==> config.mk <==
export PLATFORM = sky130hd
export DESIGN_NAME = linked_block_allocator_top
export DESIGN_NICKNAME = d
export VERILOG_FILES = /design/src/hdl/lba_pkg.sv /design/src/hdl/linked_block_allocator_top.sv
export SDC_FILE = /design/constraint.sdc
export NUM_CORES = 2
export LEC_CHECK = 0
export BUFFER_PORTS_ARGS = -buffer_cell sky130_fd_sc_hd__buf_2
export CAP_MARGIN = 40
export CORE_ASPECT_RATIO = 1.5
export CORE_MARGIN = 3
export CORE_UTILIZATION = 55
export DETAILED_ROUTE_END_ITERATION = 7
export PLACE_DENSITY = 0.68
export SLEW_MARGIN = 20
export SYNTH_ARGS = -nofsm -noshare
export SYNTH_HDL_FRONTEND = slang
export SYNTH_SLANG_ARGS = --single-unit
==> constraint.sdc <==
create_clock -name clk_i -period 7.1 [get_ports clk_i]
set_input_delay 0.71 -clock clk_i [delete_from_list [all_inputs] [get_ports clk_i]]
set_output_delay 0.71 -clock clk_i [all_outputs]
set_load 0.02 [all_outputs]
==> src/hdl/lba_pkg.sv <==
// ----------------------------------------------------------------------------
// lba_pkg
// Shared constants and types for the linked block allocator.
// ----------------------------------------------------------------------------
`default_nettype none

package lba_pkg;

  localparam int NumBlocks = 128;
  localparam int NumFiles  = 32;
  localparam int BlkW      = $clog2(NumBlocks);
  localparam int LinkW     = $clog2(NumBlocks + 1);
  localparam int FileW     = $clog2(NumFiles);
  localparam int KeyW      = 64;
  localparam int CntW      = 8;
  localparam int StW       = 3;

  localparam logic [LinkW-1:0] EndLink = LinkW'(NumBlocks);

  typedef enum logic [StW-1:0] {
    StOk       = 3'd0,
    StTooBig   = 3'd1,
    StDup      = 3'd2,
    StFull     = 3'd3,
    StNotFound = 3'd4,
    StZero     = 3'd5
  } status_e;

  localparam logic FuncInsert = 1'b0;
  localparam logic FuncDelete = 1'b1;

endpackage

`default_nettype wire

==> src/hdl/linked_block_allocator_top.sv <==
// ----------------------------------------------------------------------------
// linked_block_allocator_top
// Linked disk block allocator with a file table, one result word per request.
// ----------------------------------------------------------------------------
// Steps: the table lookup scans every file entry; insert then scans the block
//   used bits one block a cycle; delete walks the chain one link per cycle
//   through the link memory (registered read).
// Throughput: one request at a time; no new request is taken until the result
//   word has been accepted.
// Reset: rst_ni clears the used bits (flops) and table valid bits and sets the
//   free count to NumBlocks; no clearing pass is needed.
`default_nettype none

module linked_block_allocator_top import lba_pkg::*; (
  input  wire logic            clk_i,
  input  wire logic            rst_ni,
  input  wire logic            in_valid_i,
  output logic                 in_ready_o,
  input  wire logic            func_i,
  input  wire logic [KeyW-1:0] name_key_i,
  input  wire logic [CntW-1:0] block_count_i,
  output logic                 out_valid_o,
  input  wire logic            out_ready_i,
  output logic [StW-1:0]       status_o,
  output logic [BlkW-1:0]      first_block_o,
  output logic [CntW-1:0]      blocks_moved_o,
  output logic [CntW-1:0]      free_count_o
);

  typedef enum logic [2:0] {
    SIdle, SLook, SLookW, SAlloc, SWalk, SWalkW, SDone
  } state_e;

  state_e               state_q;
  logic                 func_q;
  logic [KeyW-1:0]      key_q;
  logic [CntW-1:0]      want_q;
  logic [FileW:0]       fidx_q;      // table scan index, one extra bit for end
  logic                 hit_q, hole_q;
  logic [FileW-1:0]     hit_idx_q, hole_idx_q;
  logic [LinkW-1:0]     bidx_q;      // block scan index / chain cursor
  logic [BlkW-1:0]      prev_q, start_q;
  logic                 have_prev_q;
  logic [CntW-1:0]      got_q;
  logic [CntW-1:0]      free_q;
  logic [NumBlocks-1:0] used_q;
  logic [NumFiles-1:0]  valid_q;

  // Table and link memories: one write and one read per cycle, read registered.
  logic [KeyW-1:0]  key_mem   [NumFiles];
  logic [BlkW-1:0]  start_mem [NumFiles];
  logic [LinkW-1:0] link_mem  [NumBlocks];
  logic [KeyW-1:0]  key_rd_q;
  logic [BlkW-1:0]  start_rd_q;
  logic [LinkW-1:0] link_rd_q;
  logic [FileW-1:0] rd_fidx_q;
  logic             rd_fok_q;

  status_e          st_q;
  logic [BlkW-1:0]  ofirst_q;
  logic [CntW-1:0]  omoved_q;

  logic             tw_en, lw_en;
  logic [FileW-1:0] tw_idx;
  logic [BlkW-1:0]  lw_idx;
  logic [LinkW-1:0] lw_data;
  logic [BlkW-1:0]  lr_idx;
  logic             alloc_take, alloc_done;

  assign in_ready_o     = (state_q == SIdle);
  assign out_valid_o    = (state_q == SDone);
  assign status_o       = st_q;
  assign first_block_o  = ofirst_q;
  assign blocks_moved_o = omoved_q;
  assign free_count_o   = free_q;

  // Link memory write/read selection.
  always_comb begin
    alloc_take = 1'b0;
    alloc_done = 1'b0;
    lw_en      = 1'b0;
    lw_idx     = prev_q;
    lw_data    = EndLink;
    lr_idx     = bidx_q[BlkW-1:0];
    tw_en      = 1'b0;
    tw_idx     = hole_idx_q;
    if (state_q == SAlloc) begin
      alloc_done = (bidx_q == LinkW'(NumBlocks)) || (got_q == want_q);
      alloc_take = !alloc_done && !used_q[bidx_q[BlkW-1:0]];
    end
    // Point the previous block at the one just taken; terminate on completion.
    if (alloc_take && have_prev_q) begin
      lw_en   = 1'b1;
      lw_data = bidx_q;
    end
    if (alloc_done) begin
      lw_en = have_prev_q;
      tw_en = 1'b1;
    end
    // Read the start block's link while the walk starts, then follow links.
    if (state_q == SWalk) lr_idx = start_q;
    if (state_q == SWalkW) lr_idx = link_rd_q[BlkW-1:0];
  end

  always_ff @(posedge clk_i) begin
    if (lw_en) link_mem[lw_idx] <= lw_data;
    if (tw_en) begin
      key_mem[tw_idx]   <= key_q;
      start_mem[tw_idx] <= start_q;
    end
    link_rd_q  <= link_mem[lr_idx];
    key_rd_q   <= key_mem[fidx_q[FileW-1:0]];
    start_rd_q <= start_mem[fidx_q[FileW-1:0]];
    rd_fidx_q  <= fidx_q[FileW-1:0];
    rd_fok_q   <= (state_q == SLook) && (fidx_q < (FileW+1)'(NumFiles));
  end

  always_ff @(posedge clk_i or negedge rst_ni) begin
    if (!rst_ni) begin
      state_q <= SIdle;
      used_q  <= '0;
      valid_q <= '0;
      free_q  <= CntW'(NumBlocks);
    end else begin
      unique case (state_q)
        SIdle: if (in_valid_i) begin
          func_q <= func_i; key_q <= name_key_i; want_q <= block_count_i;
          fidx_q <= '0; hit_q <= 1'b0; hole_q <= 1'b0;
          state_q <= SLook;
        end
        SLook: begin
          // Advance address each cycle; compare the read data in the following cycle.
          if (fidx_q <= (FileW+1)'(NumFiles)) fidx_q <= fidx_q + 1'b1;
          if (rd_fok_q) begin
            if (valid_q[rd_fidx_q] && key_rd_q == key_q && !hit_q) begin
              hit_q <= 1'b1; hit_idx_q <= rd_fidx_q; start_q <= start_rd_q;
            end
            if (!valid_q[rd_fidx_q] && !hole_q) begin
              hole_q <= 1'b1; hole_idx_q <= rd_fidx_q;
            end
          end
          if (fidx_q == (FileW+1)'(NumFiles)) state_q <= SLookW;
        end
        SLookW: begin
          if (rd_fok_q) begin
            if (valid_q[rd_fidx_q] && key_rd_q == key_q && !hit_q) begin
              hit_q <= 1'b1; hit_idx_q <= rd_fidx_q; start_q <= start_rd_q;
            end
          end
          ofirst_q <= '0; omoved_q <= '0; bidx_q <= '0; got_q <= '0;
          have_prev_q <= 1'b0;
          state_q  <= SDone;
          if (func_q == FuncInsert) begin
            if (want_q == '0)                  st_q <= StZero;
            else if (want_q > free_q)          st_q <= StTooBig;
            else if (hit_q || (rd_fok_q && valid_q[rd_fidx_q] && key_rd_q == key_q))
                                               st_q <= StDup;
            else if (!hole_q)                  st_q <= StFull;
            else begin st_q <= StOk; state_q <= SAlloc; end
          end else begin
            if (hit_q || (rd_fok_q && valid_q[rd_fidx_q] && key_rd_q == key_q)) begin
              st_q <= StOk; state_q <= SWalk;
            end else st_q <= StNotFound;
          end
        end
        SAlloc: begin
          if (alloc_done) begin
            valid_q[hole_idx_q] <= 1'b1;
            free_q   <= (free_q >= got_q) ? free_q - got_q : '0;
            ofirst_q <= start_q; omoved_q <= got_q;
            state_q  <= SDone;
          end else begin
            if (alloc_take) begin
              used_q[bidx_q[BlkW-1:0]] <= 1'b1;
              if (!have_prev_q) start_q <= bidx_q[BlkW-1:0];
              prev_q <= bidx_q[BlkW-1:0]; have_prev_q <= 1'b1;
              got_q  <= got_q + 1'b1;
            end
            bidx_q <= bidx_q + 1'b1;
          end
        end
        SWalk: begin
          // Start walk at the entry's first block; read its link.
          valid_q[hit_idx_q] <= 1'b0;
          ofirst_q <= start_q;
          used_q[start_q] <= 1'b0;
          got_q  <= CntW'(1);
          bidx_q <= LinkW'(start_q);
          state_q <= SWalkW;
        end
        SWalkW: begin
          // link_rd_q holds the link of block bidx_q (read issued last cycle).
          if (link_rd_q >= LinkW'(NumBlocks) || got_q >= CntW'(NumBlocks)) begin
            free_q <= (CntW+1)'(free_q) + (CntW+1)'(got_q) > (CntW+1)'(NumBlocks)
                      ? CntW'(NumBlocks) : free_q + got_q;
            omoved_q <= got_q;
            state_q  <= SDone;
          end else begin
            used_q[link_rd_q[BlkW-1:0]] <= 1'b0;
            got_q  <= got_q + 1'b1;
            bidx_q <= link_rd_q;
          end
        end
        SDone: if (out_ready_i) state_q <= SIdle;
        default: state_q <= SIdle;
      endcase
    end
  end

  assert property (@(posedge clk_i) disable iff (!rst_ni)
    free_q <= CntW'(NumBlocks))
    else $error("free count above disk size");
  assert property (@(posedge clk_i) disable iff (!rst_ni)
    out_valid_o && !out_ready_i |=> out_valid_o && $stable(status_o))
    else $error("result dropped");
  assert property (@(posedge clk_i) disable iff (!rst_ni)
    (state_q == SAlloc) |-> got_q <= want_q)
    else $error("allocated past request");

endmodule

`default_nettype wire

=== Word-level counts from Yosys, hierarchy flattened ===
Memories as Yosys holds them, arrays and structs flattened. A register that Yosys moved wholly into a read port is not among the register bits.
Cells that the tools add are included.

* Flip-flop bits (word level): 317
* Bits in latches: 0
* Bits in writable memories: 3,296
* Memory bits (read-only): 0
* Input bits: 77
* Output and inout bits: 28
* Memories: 3

{| class="wikitable"
|+ Memory list
! memory !! words !! bits a word !! rd ports !! clocked after Yosys merged registers in !! write ports !! line !! text
|-
| key_mem || 32 || 64 || 1 || 1 || 1 || linked_block_allocator_top.sv:50 || <nowiki>logic [KeyW-1:0] key_mem [NumFiles];</nowiki>
|-
| link_mem || 128 || 8 || 1 || 1 || 1 || linked_block_allocator_top.sv:52 || <nowiki>logic [LinkW-1:0] link_mem [NumBlocks];</nowiki>
|-
| start_mem || 32 || 7 || 1 || 1 || 1 || linked_block_allocator_top.sv:51 || <nowiki>logic [BlkW-1:0] start_mem [NumFiles];</nowiki>
|}

* Add/subtract/negate cells: 6
* Multipliers: 0
* Divide/modulo/power cells: 0
* Order comparisons: 18
* Eq/ne operators: 24
* Shift-type cells: 0
* Multiplexer cells: 86
* Bitwise gates (word level): 9
* Reductions and logical operators: 52

{| class="wikitable"
|+ Operators with widths
! kind !! number
|-
| 128-bit 2-to-1 mux || 3
|-
| 128-bit one-hot mux with 3 select lines || 1
|-
| 128-bit AND || 2
|-
| 128-bit inverter || 2
|-
| 128-bit OR || 1
|-
| 8-bit 2-to-1 mux || 12
|-
| 64-bit == test || 1
|-
| 32-bit one-hot mux with 2 select lines || 1
|-
| 8-bit one-hot mux with 4 select lines || 2
|-
| 7-bit 2-to-1 mux || 8
|-
| 3-bit 2-to-1 mux || 13
|-
| 32-bit AND || 1
|-
| 32-bit 2-to-1 mux || 1
|-
| 32-bit inverter || 1
|-
| 32-bit OR || 1
|-
| 4-bit AND reduction || 8
|-
| 7-bit by 8-bit less-than comparator with 1-bit output (second input constant) || 3
|-
| 8-bit one-hot mux with 3 select lines || 1
|-
| 1-bit 2-to-1 mux || 23
|-
| 1-bit demux with 7-bit select || 3
|-
| 7-bit by 1-bit >= comparator with 1-bit output (second input constant) || 3
|-
| 3-bit one-hot mux with 7 select lines || 1
|-
| 7-bit one-hot mux with 3 select lines || 1
|-
| 5-bit AND reduction || 4
|-
| other kinds (43) || 98
|}

=== Depth between registers and ports, before layout ===
* Word-level depth: 10
* Depth in mapped cells: 15

=== Worst setup path before layout ===
Ideal clock, no wire load.

* Path type: reg2reg
* Start: reg bidx_q[0]
* End: mem link_mem[0][0] in the netlist's numbering (data pin)
* Arrival time: 5,600 ps
* Required time: 6,302 ps
* Path slack: 702 ps
* Cell stages (with the launch flop): 12
* Buffers on the path: 4
* Path through: edfxtp_1 -> buf_2 -> buf_4 -> mux2_2 -> a221oi_1 -> o21ai_0 -> a2111o_1 -> nor3_2 -> buf_4 -> buf_6 -> nand3_1 -> nor2_1

* Longest elaborated chain between the ends: 7
* Elaborated cells on any way between the ends: 10

{| class="wikitable"
|+ Ends and longest elaborated chain
! item !! line !! text
|-
| from (decl) || linked_block_allocator_top.sv:41 || <nowiki>logic [LinkW-1:0] bidx_q;</nowiki>
|-
| from (signal assigned) || linked_block_allocator_top.sv:179 || <nowiki>bidx_q <= bidx_q + 1'b1;</nowiki>
|-
| from (signal assigned) || linked_block_allocator_top.sv:188 || <nowiki>bidx_q <= LinkW'(start_q);</nowiki>
|-
| from (signal assigned) || linked_block_allocator_top.sv:201 || <nowiki>bidx_q <= link_rd_q;</nowiki>
|-
| 1-bit binary-select mux with 7-bit select or 8-bit == test (tied branches) || linked_block_allocator_top.sv:89, linked_block_allocator_top.sv:88 ||
|-
| 1-bit 2-to-1 mux (not written as such) or 1-bit logical OR (tied branches) || linked_block_allocator_top.sv:89, linked_block_allocator_top.sv:88 ||
|-
| 1-bit zero test || linked_block_allocator_top.sv:89 || <nowiki>alloc_take = !alloc_done && !used_q[bidx_q[BlkW-1:0]];</nowiki>
|-
| 1-bit logical AND || linked_block_allocator_top.sv:89 ||
|-
| 1-bit 2-to-1 mux || linked_block_allocator_top.sv:87 || <nowiki>if (state_q == SAlloc) begin</nowiki>
|-
| 1-bit logical AND || linked_block_allocator_top.sv:92 || <nowiki>if (alloc_take && have_prev_q) begin</nowiki>
|-
| 8-bit 2-to-1 mux (*) || linked_block_allocator_top.sv:92 ||
|-
| via lw_data[0] || linked_block_allocator_top.sv:66 || <nowiki>logic [LinkW-1:0] lw_data;</nowiki>
|-
| to (decl) || linked_block_allocator_top.sv:52 ||
|}

The timed path passes the listed nets; every way through them passes the cells marked *. The select of a mux whose other input is x is not followed.

=== Worst setup path in the final report ===
* Start: reg bidx_q[2]
* End: mem link_mem[127][6] in the netlist's numbering (enable)

* Longest elaborated chain between the ends: 10
* Elaborated cells on any way between the ends: 14

{| class="wikitable"
|+ Ends and longest elaborated chain
! item !! line !! text
|-
| 1-bit binary-select mux with 7-bit select or 8-bit == test (tied branches) || linked_block_allocator_top.sv:89, linked_block_allocator_top.sv:88 ||
|-
| 1-bit 2-to-1 mux (not written as such) or 1-bit logical OR (tied branches) || linked_block_allocator_top.sv:89, linked_block_allocator_top.sv:88 ||
|-
| 1-bit zero test || linked_block_allocator_top.sv:89 ||
|-
| 1-bit logical AND || linked_block_allocator_top.sv:89 ||
|-
| 1-bit 2-to-1 mux || linked_block_allocator_top.sv:87 ||
|-
| 1-bit logical AND || linked_block_allocator_top.sv:92 ||
|-
| 1-bit 2-to-1 mux || linked_block_allocator_top.sv:92 ||
|-
| 1-bit 2-to-1 mux (*) || linked_block_allocator_top.sv:96 || <nowiki>if (alloc_done) begin</nowiki>
|-
| 1-bit 2-to-1 mux (*) || linked_block_allocator_top.sv:106 || <nowiki>if (lw_en) link_mem[lw_idx] <= lw_data;</nowiki>
|-
| 1-bit 2-to-1 mux (not written as such) (*) || linked_block_allocator_top.sv:106 ||
|}

Every way passes the cells marked *; elsewhere a longest branch is shown, timed or not. The select of a mux whose other input is x is not followed.

==> impl_metrics.xml <==
<?xml version="1.0" encoding="UTF-8"?>
<metrics>
  <group name="worst_setup_path">
    <metric name="cp_max_fo" unit="">13</metric>
    <metric name="data_required_critical_path" unit="ns">7.60</metric>
    <metric name="startpoint_type" unit="">flip-flop</metric>
    <metric name="timing_worst_setup_path_type" unit="">flip-flop to flip-flop</metric>
    <metric name="critPathCaptureType" unit="">flip-flop</metric>
    <metric name="worst_ep_arrival_time" unit="ns">5.64</metric>
  </group>
  <group name="final_layout">
    <metric name="fin_nets" unit="">7389</metric>
    <metric name="multi_input_area" unit="sq um">33520</metric>
    <metric name="area.sequential" unit="sq um">109200</metric>
    <metric name="post_route_cells_drive_above_1_share" unit="%">28.09</metric>
    <metric name="postLayoutCellArea" unit="sq um">164000</metric>
    <metric name="area_delta_synth_final" unit="%">13.88</metric>
    <metric name="fill_cells" unit="">17400</metric>
  </group>
  <group name="timing">
    <metric name="hold_viol_final" unit="">0</metric>
    <metric name="rsz0062_at_grt" unit="">false</metric>
    <metric name="normalized_max_slew_margin" unit="%">32.88</metric>
    <metric name="finalWorstPathRequiredPeriod" unit="ns">5.141</metric>
    <metric name="report.final.slew_viol_count" unit="">0</metric>
    <metric name="achievable-frequency" unit="MHz">194.5</metric>
    <metric name="whs" unit="ns">0.06275</metric>
    <metric name="min_period_over_period" unit="%">72.41</metric>
    <metric name="tns" unit="ns">0</metric>
    <metric name="timing.clock.skew" unit="ns">0.04915</metric>
    <metric name="worst_slew_pin_slew" unit="ns">1.007</metric>
    <metric name="final-setup-viol-count" unit="">0</metric>
  </group>
  <group name="clock_tree">
    <metric name="cts.sink_count" unit="">3692</metric>
    <metric name="clk_transition_reported_paths" unit="ns">0.07</metric>
    <metric name="clockBufferDepth" unit="">4</metric>
    <metric name="tritoncts.num_buffers" unit="">341</metric>
    <metric name="cts_tree" unit="">built</metric>
    <metric name="cts_root_buffer" unit="">clkbuf_16</metric>
    <metric name="htree_depth" unit="">5</metric>
    <metric name="worstSkewPairLatency" unit="ns">0.89</metric>
  </group>
  <group name="global_route">
    <metric name="maximum_number_of_pins_on_one_net_before_global_route_repair" unit="">150</metric>
    <metric name="globalRouteOverflowTotal" unit="">0</metric>
    <metric name="antenna_found_initial" unit="">8</metric>
    <metric name="first_global_vias" unit="">74770</metric>
    <metric name="global_route_usage_sum" unit="%">28.19</metric>
    <metric name="grt_first_pass_wirelength" unit="um">542400</metric>
  </group>
  <group name="synth">
    <metric name="mappedNetlistNets" unit="">6909</metric>
    <metric name="synth.ff_latch_count" unit="">3692</metric>
    <metric name="synth.yosys.warnings" unit="">0</metric>
    <metric name="mappedNetlistArea" unit="sq um">144000</metric>
    <metric name="synthesis.instances" unit="">6800</metric>
    <metric name="largest_cells_by_area_after_synthesis" unit="">edfxtp_1 (72%), mux4_2 (15%), dfrtp_1 (3.0%)</metric>
    <metric name="synth_largest_area_cell" unit="">edfxtp_1</metric>
    <metric name="postSynthAreaPerCell" unit="sq um">21.18</metric>
    <metric name="synthFlopType" unit="">edfxtp_1</metric>
    <metric name="asyncSetResetFlopFracSynth" unit="%">4.632</metric>
    <metric name="yosysTopAreaCellShare" unit="%">71.63</metric>
    <metric name="synth.distinct_cells" unit="">83</metric>
    <metric name="number_of_enable_flip_flop_cells_after_synthesis" unit="">3436</metric>
    <metric name="sequential_element_share_of_the_synthesized_area" unit="%">75.78</metric>
  </group>
  <group name="floorplanning">
    <metric name="core-area" unit="sq um">259900</metric>
    <metric name="die_h" unit="um">632.8</metric>
    <metric name="num_io_pins" unit="">105</metric>
    <metric name="core.rowCount" unit="">229</metric>
    <metric name="floorplan_die_area" unit="sq um">268200</metric>
    <metric name="start_util" unit="%">55.43</metric>
    <metric name="die_w" unit="um">423.9</metric>
  </group>
  <group name="detailed_routing">
    <metric name="routed_wl" unit="um">375400</metric>
    <metric name="dr.pass1.iters" unit="">6</metric>
    <metric name="total_via_count_in_the_routed_design" unit="">73270</metric>
    <metric name="avgRoutedWirePerCell" unit="um">34.01</metric>
    <metric name="residual_drc" unit="">0</metric>
    <metric name="post_drt_via_cell_ratio" unit="">6.639</metric>
    <metric name="ant_nets" unit="">0</metric>
    <metric name="drtIter0Drc" unit="">9236</metric>
  </group>
  <group name="placed_design">
    <metric name="placed_wire_length_estimate_after_detailed_placement" unit="um">218700</metric>
    <metric name="port_buffers" unit="">104</metric>
    <metric name="placedInstanceArea" unit="sq um">151700</metric>
    <metric name="routabilityCongestion" unit="">0.9154</metric>
  </group>
  <group name="run_status">
    <metric name="run_status" unit="">finished, final reports clean</metric>
  </group>
  <group name="min_path">
    <metric name="timing.hold.worst.class" unit="">input pin to flip-flop</metric>
  </group>
  <group name="pwr">
    <metric name="power.static_leakage" unit="nW">52.95</metric>
    <metric name="power.density" unit="nW/um^2">323.3</metric>
    <metric name="vdd.ir_drop.worst" unit="uV">275.6</metric>
  </group>
  <group name="run">
    <metric name="maxCapViolCount" unit="">0</metric>
  </group>
</metrics>
## timing repair
action / 4_1_cts / 5_1_grt
hold endpoints to repair: 93 / 0
buffers inserted: 0 / 0
hold buffers: 60 / 0
gates resized for setup: 0 / 0
## layout by cell type, fill, tap and decap left out, types with 98 or more instances in the layout
master        n
a21oi_1     175
a22oi_1      98
a31oi_1     106
buf_2       108
buf_4       203
clkbuf_16   347
dfrtp_1     170
edfxtp_1   3436
mux4_2      989
nand2_1     110
nor2_1      236
o21ai_0     102
## layer usage
layer,vias to the layer above,GRT usage [%],part of all wire [%]
li1,29710,-,-
met2,3821,48.59,52
met4,2,12.28,5.1
met3,908,3.937,7.2
met5,-,0,0.0043
met1,38830,36.11,36
## metrics by stage
stage / setup slack, ns / util (%) / power (mW) / instances
after floorplan: 0.7022 / - / 31.41 / 6800
after global placement: 1.899 / 57.91 / 34.51 / 10240
after detailed placement: 1.966 / 58.39 / 34.82 / 10310
after CTS: 2.030 / 62.95 / 53.21 / 11000
after global routing: 1.848 / 63.12 / 54.61 / 11030
final: 1.959 / 63.12 / 53.04 / 11040
## where the power goes
group / internal [mW] / switching [mW] / leakage [nW] / total (mW)
Clock: 10.5 / 7.98 / 5.50 / 18.5
Sequential: 24.4 / 0.466 / 35.0 / 24.8
Combinational: 3.89 / 5.78 / 12.5 / 9.68
Total: 38.8 / 14.2 / 53.0 / 53.0
## cell families (layout without fill, tap and decap cells)
family                     after synthesis  in the layout  share of synthesized area, %
xor gates and xnor gates                71             71                        0.4317
buffers and inverters                  454           1218                         1.290
and+or+nand+nor                        647            647                         2.078
muxes                                 1101           1101                         16.32
DFF                                   3692           3692                         75.78
other                                    0              7                             0
adders and majority gates               32             32                        0.2884
AOI/OAI and AO/OA                      803            803                         3.814
## worst max-delay path, cell delays in order (launching register included)
cell,delay [ns]
edfxtp_1,0.66
buf_8,0.23
buf_4,0.23
mux2_1,0.35
a221o_1,0.30
a221oi_1,0.38
nor4_1,0.09
a2111o_1,0.40
nor3_4,0.35
buf_4,0.32
o2111ai_4,0.38
buf_4,0.41
nor2_1,0.62
## final timing paths
| kind | start | endpoint | slack [ns] | cells after the start |
|---|---|---|---|---|
| worst max-delay path | bidx_q[2] | link_mem[127][6] | 1.96 | 12 |
| min in group asynchronous | rst_ni | used_q[64] | 0.60 | 2 |
| max in group asynchronous | rst_ni | used_q[109] | 4.61 | 6 |
| worst min register to register | valid_q[8] | valid_q[8] | 0.51 | 2 |
| worst max register to register | bidx_q[2] | link_mem[127][6] | 1.96 | 12 |
| worst min-delay path | block_count_i[0] | want_q[0] | 0.06 | 1 |
## Yosys cell counts, drive strengths merged, types with 24 or more instances
master  number
a21oi      176
a221oi      28
a22oi       98
a31oi      106
a41oi       27
buf        131
clkbuf     248
dfrtp      170
dfxtp       85
edfxtp    3436
ha          30
inv         74
mux2        88
mux2i       24
mux4       989
nand2      110
nand3       67
nand4       29
nor2       283
nor2b       51
nor3        27
o21ai      103
o221ai      72
o22ai       62
xnor2       67
## area by class of cell
cell class	instances	area share, %
antenna	7	0.01068
clock buffer	434	5.607
clock inverter	193	1.254
inverter	75	0.1716
multi-input combinational	2654	20.44
sequential	3692	66.55
tap	3465	2.643
timing repair buffer	516	3.332
## sequential cells by signal, indices dropped and copies added, names as in the netlist, 8 cells and up
name            cells
start_mem         224
free_count_o        8
key_rd_q           64
used_q            128
blocks_moved_o      8
link_mem         1024
link_rd_q           8
bidx_q              8
key_mem          2048
key_q              64
want_q              8
valid_q            32
got_q               8
No activity file was read; power rests on OpenSTA's default activity.
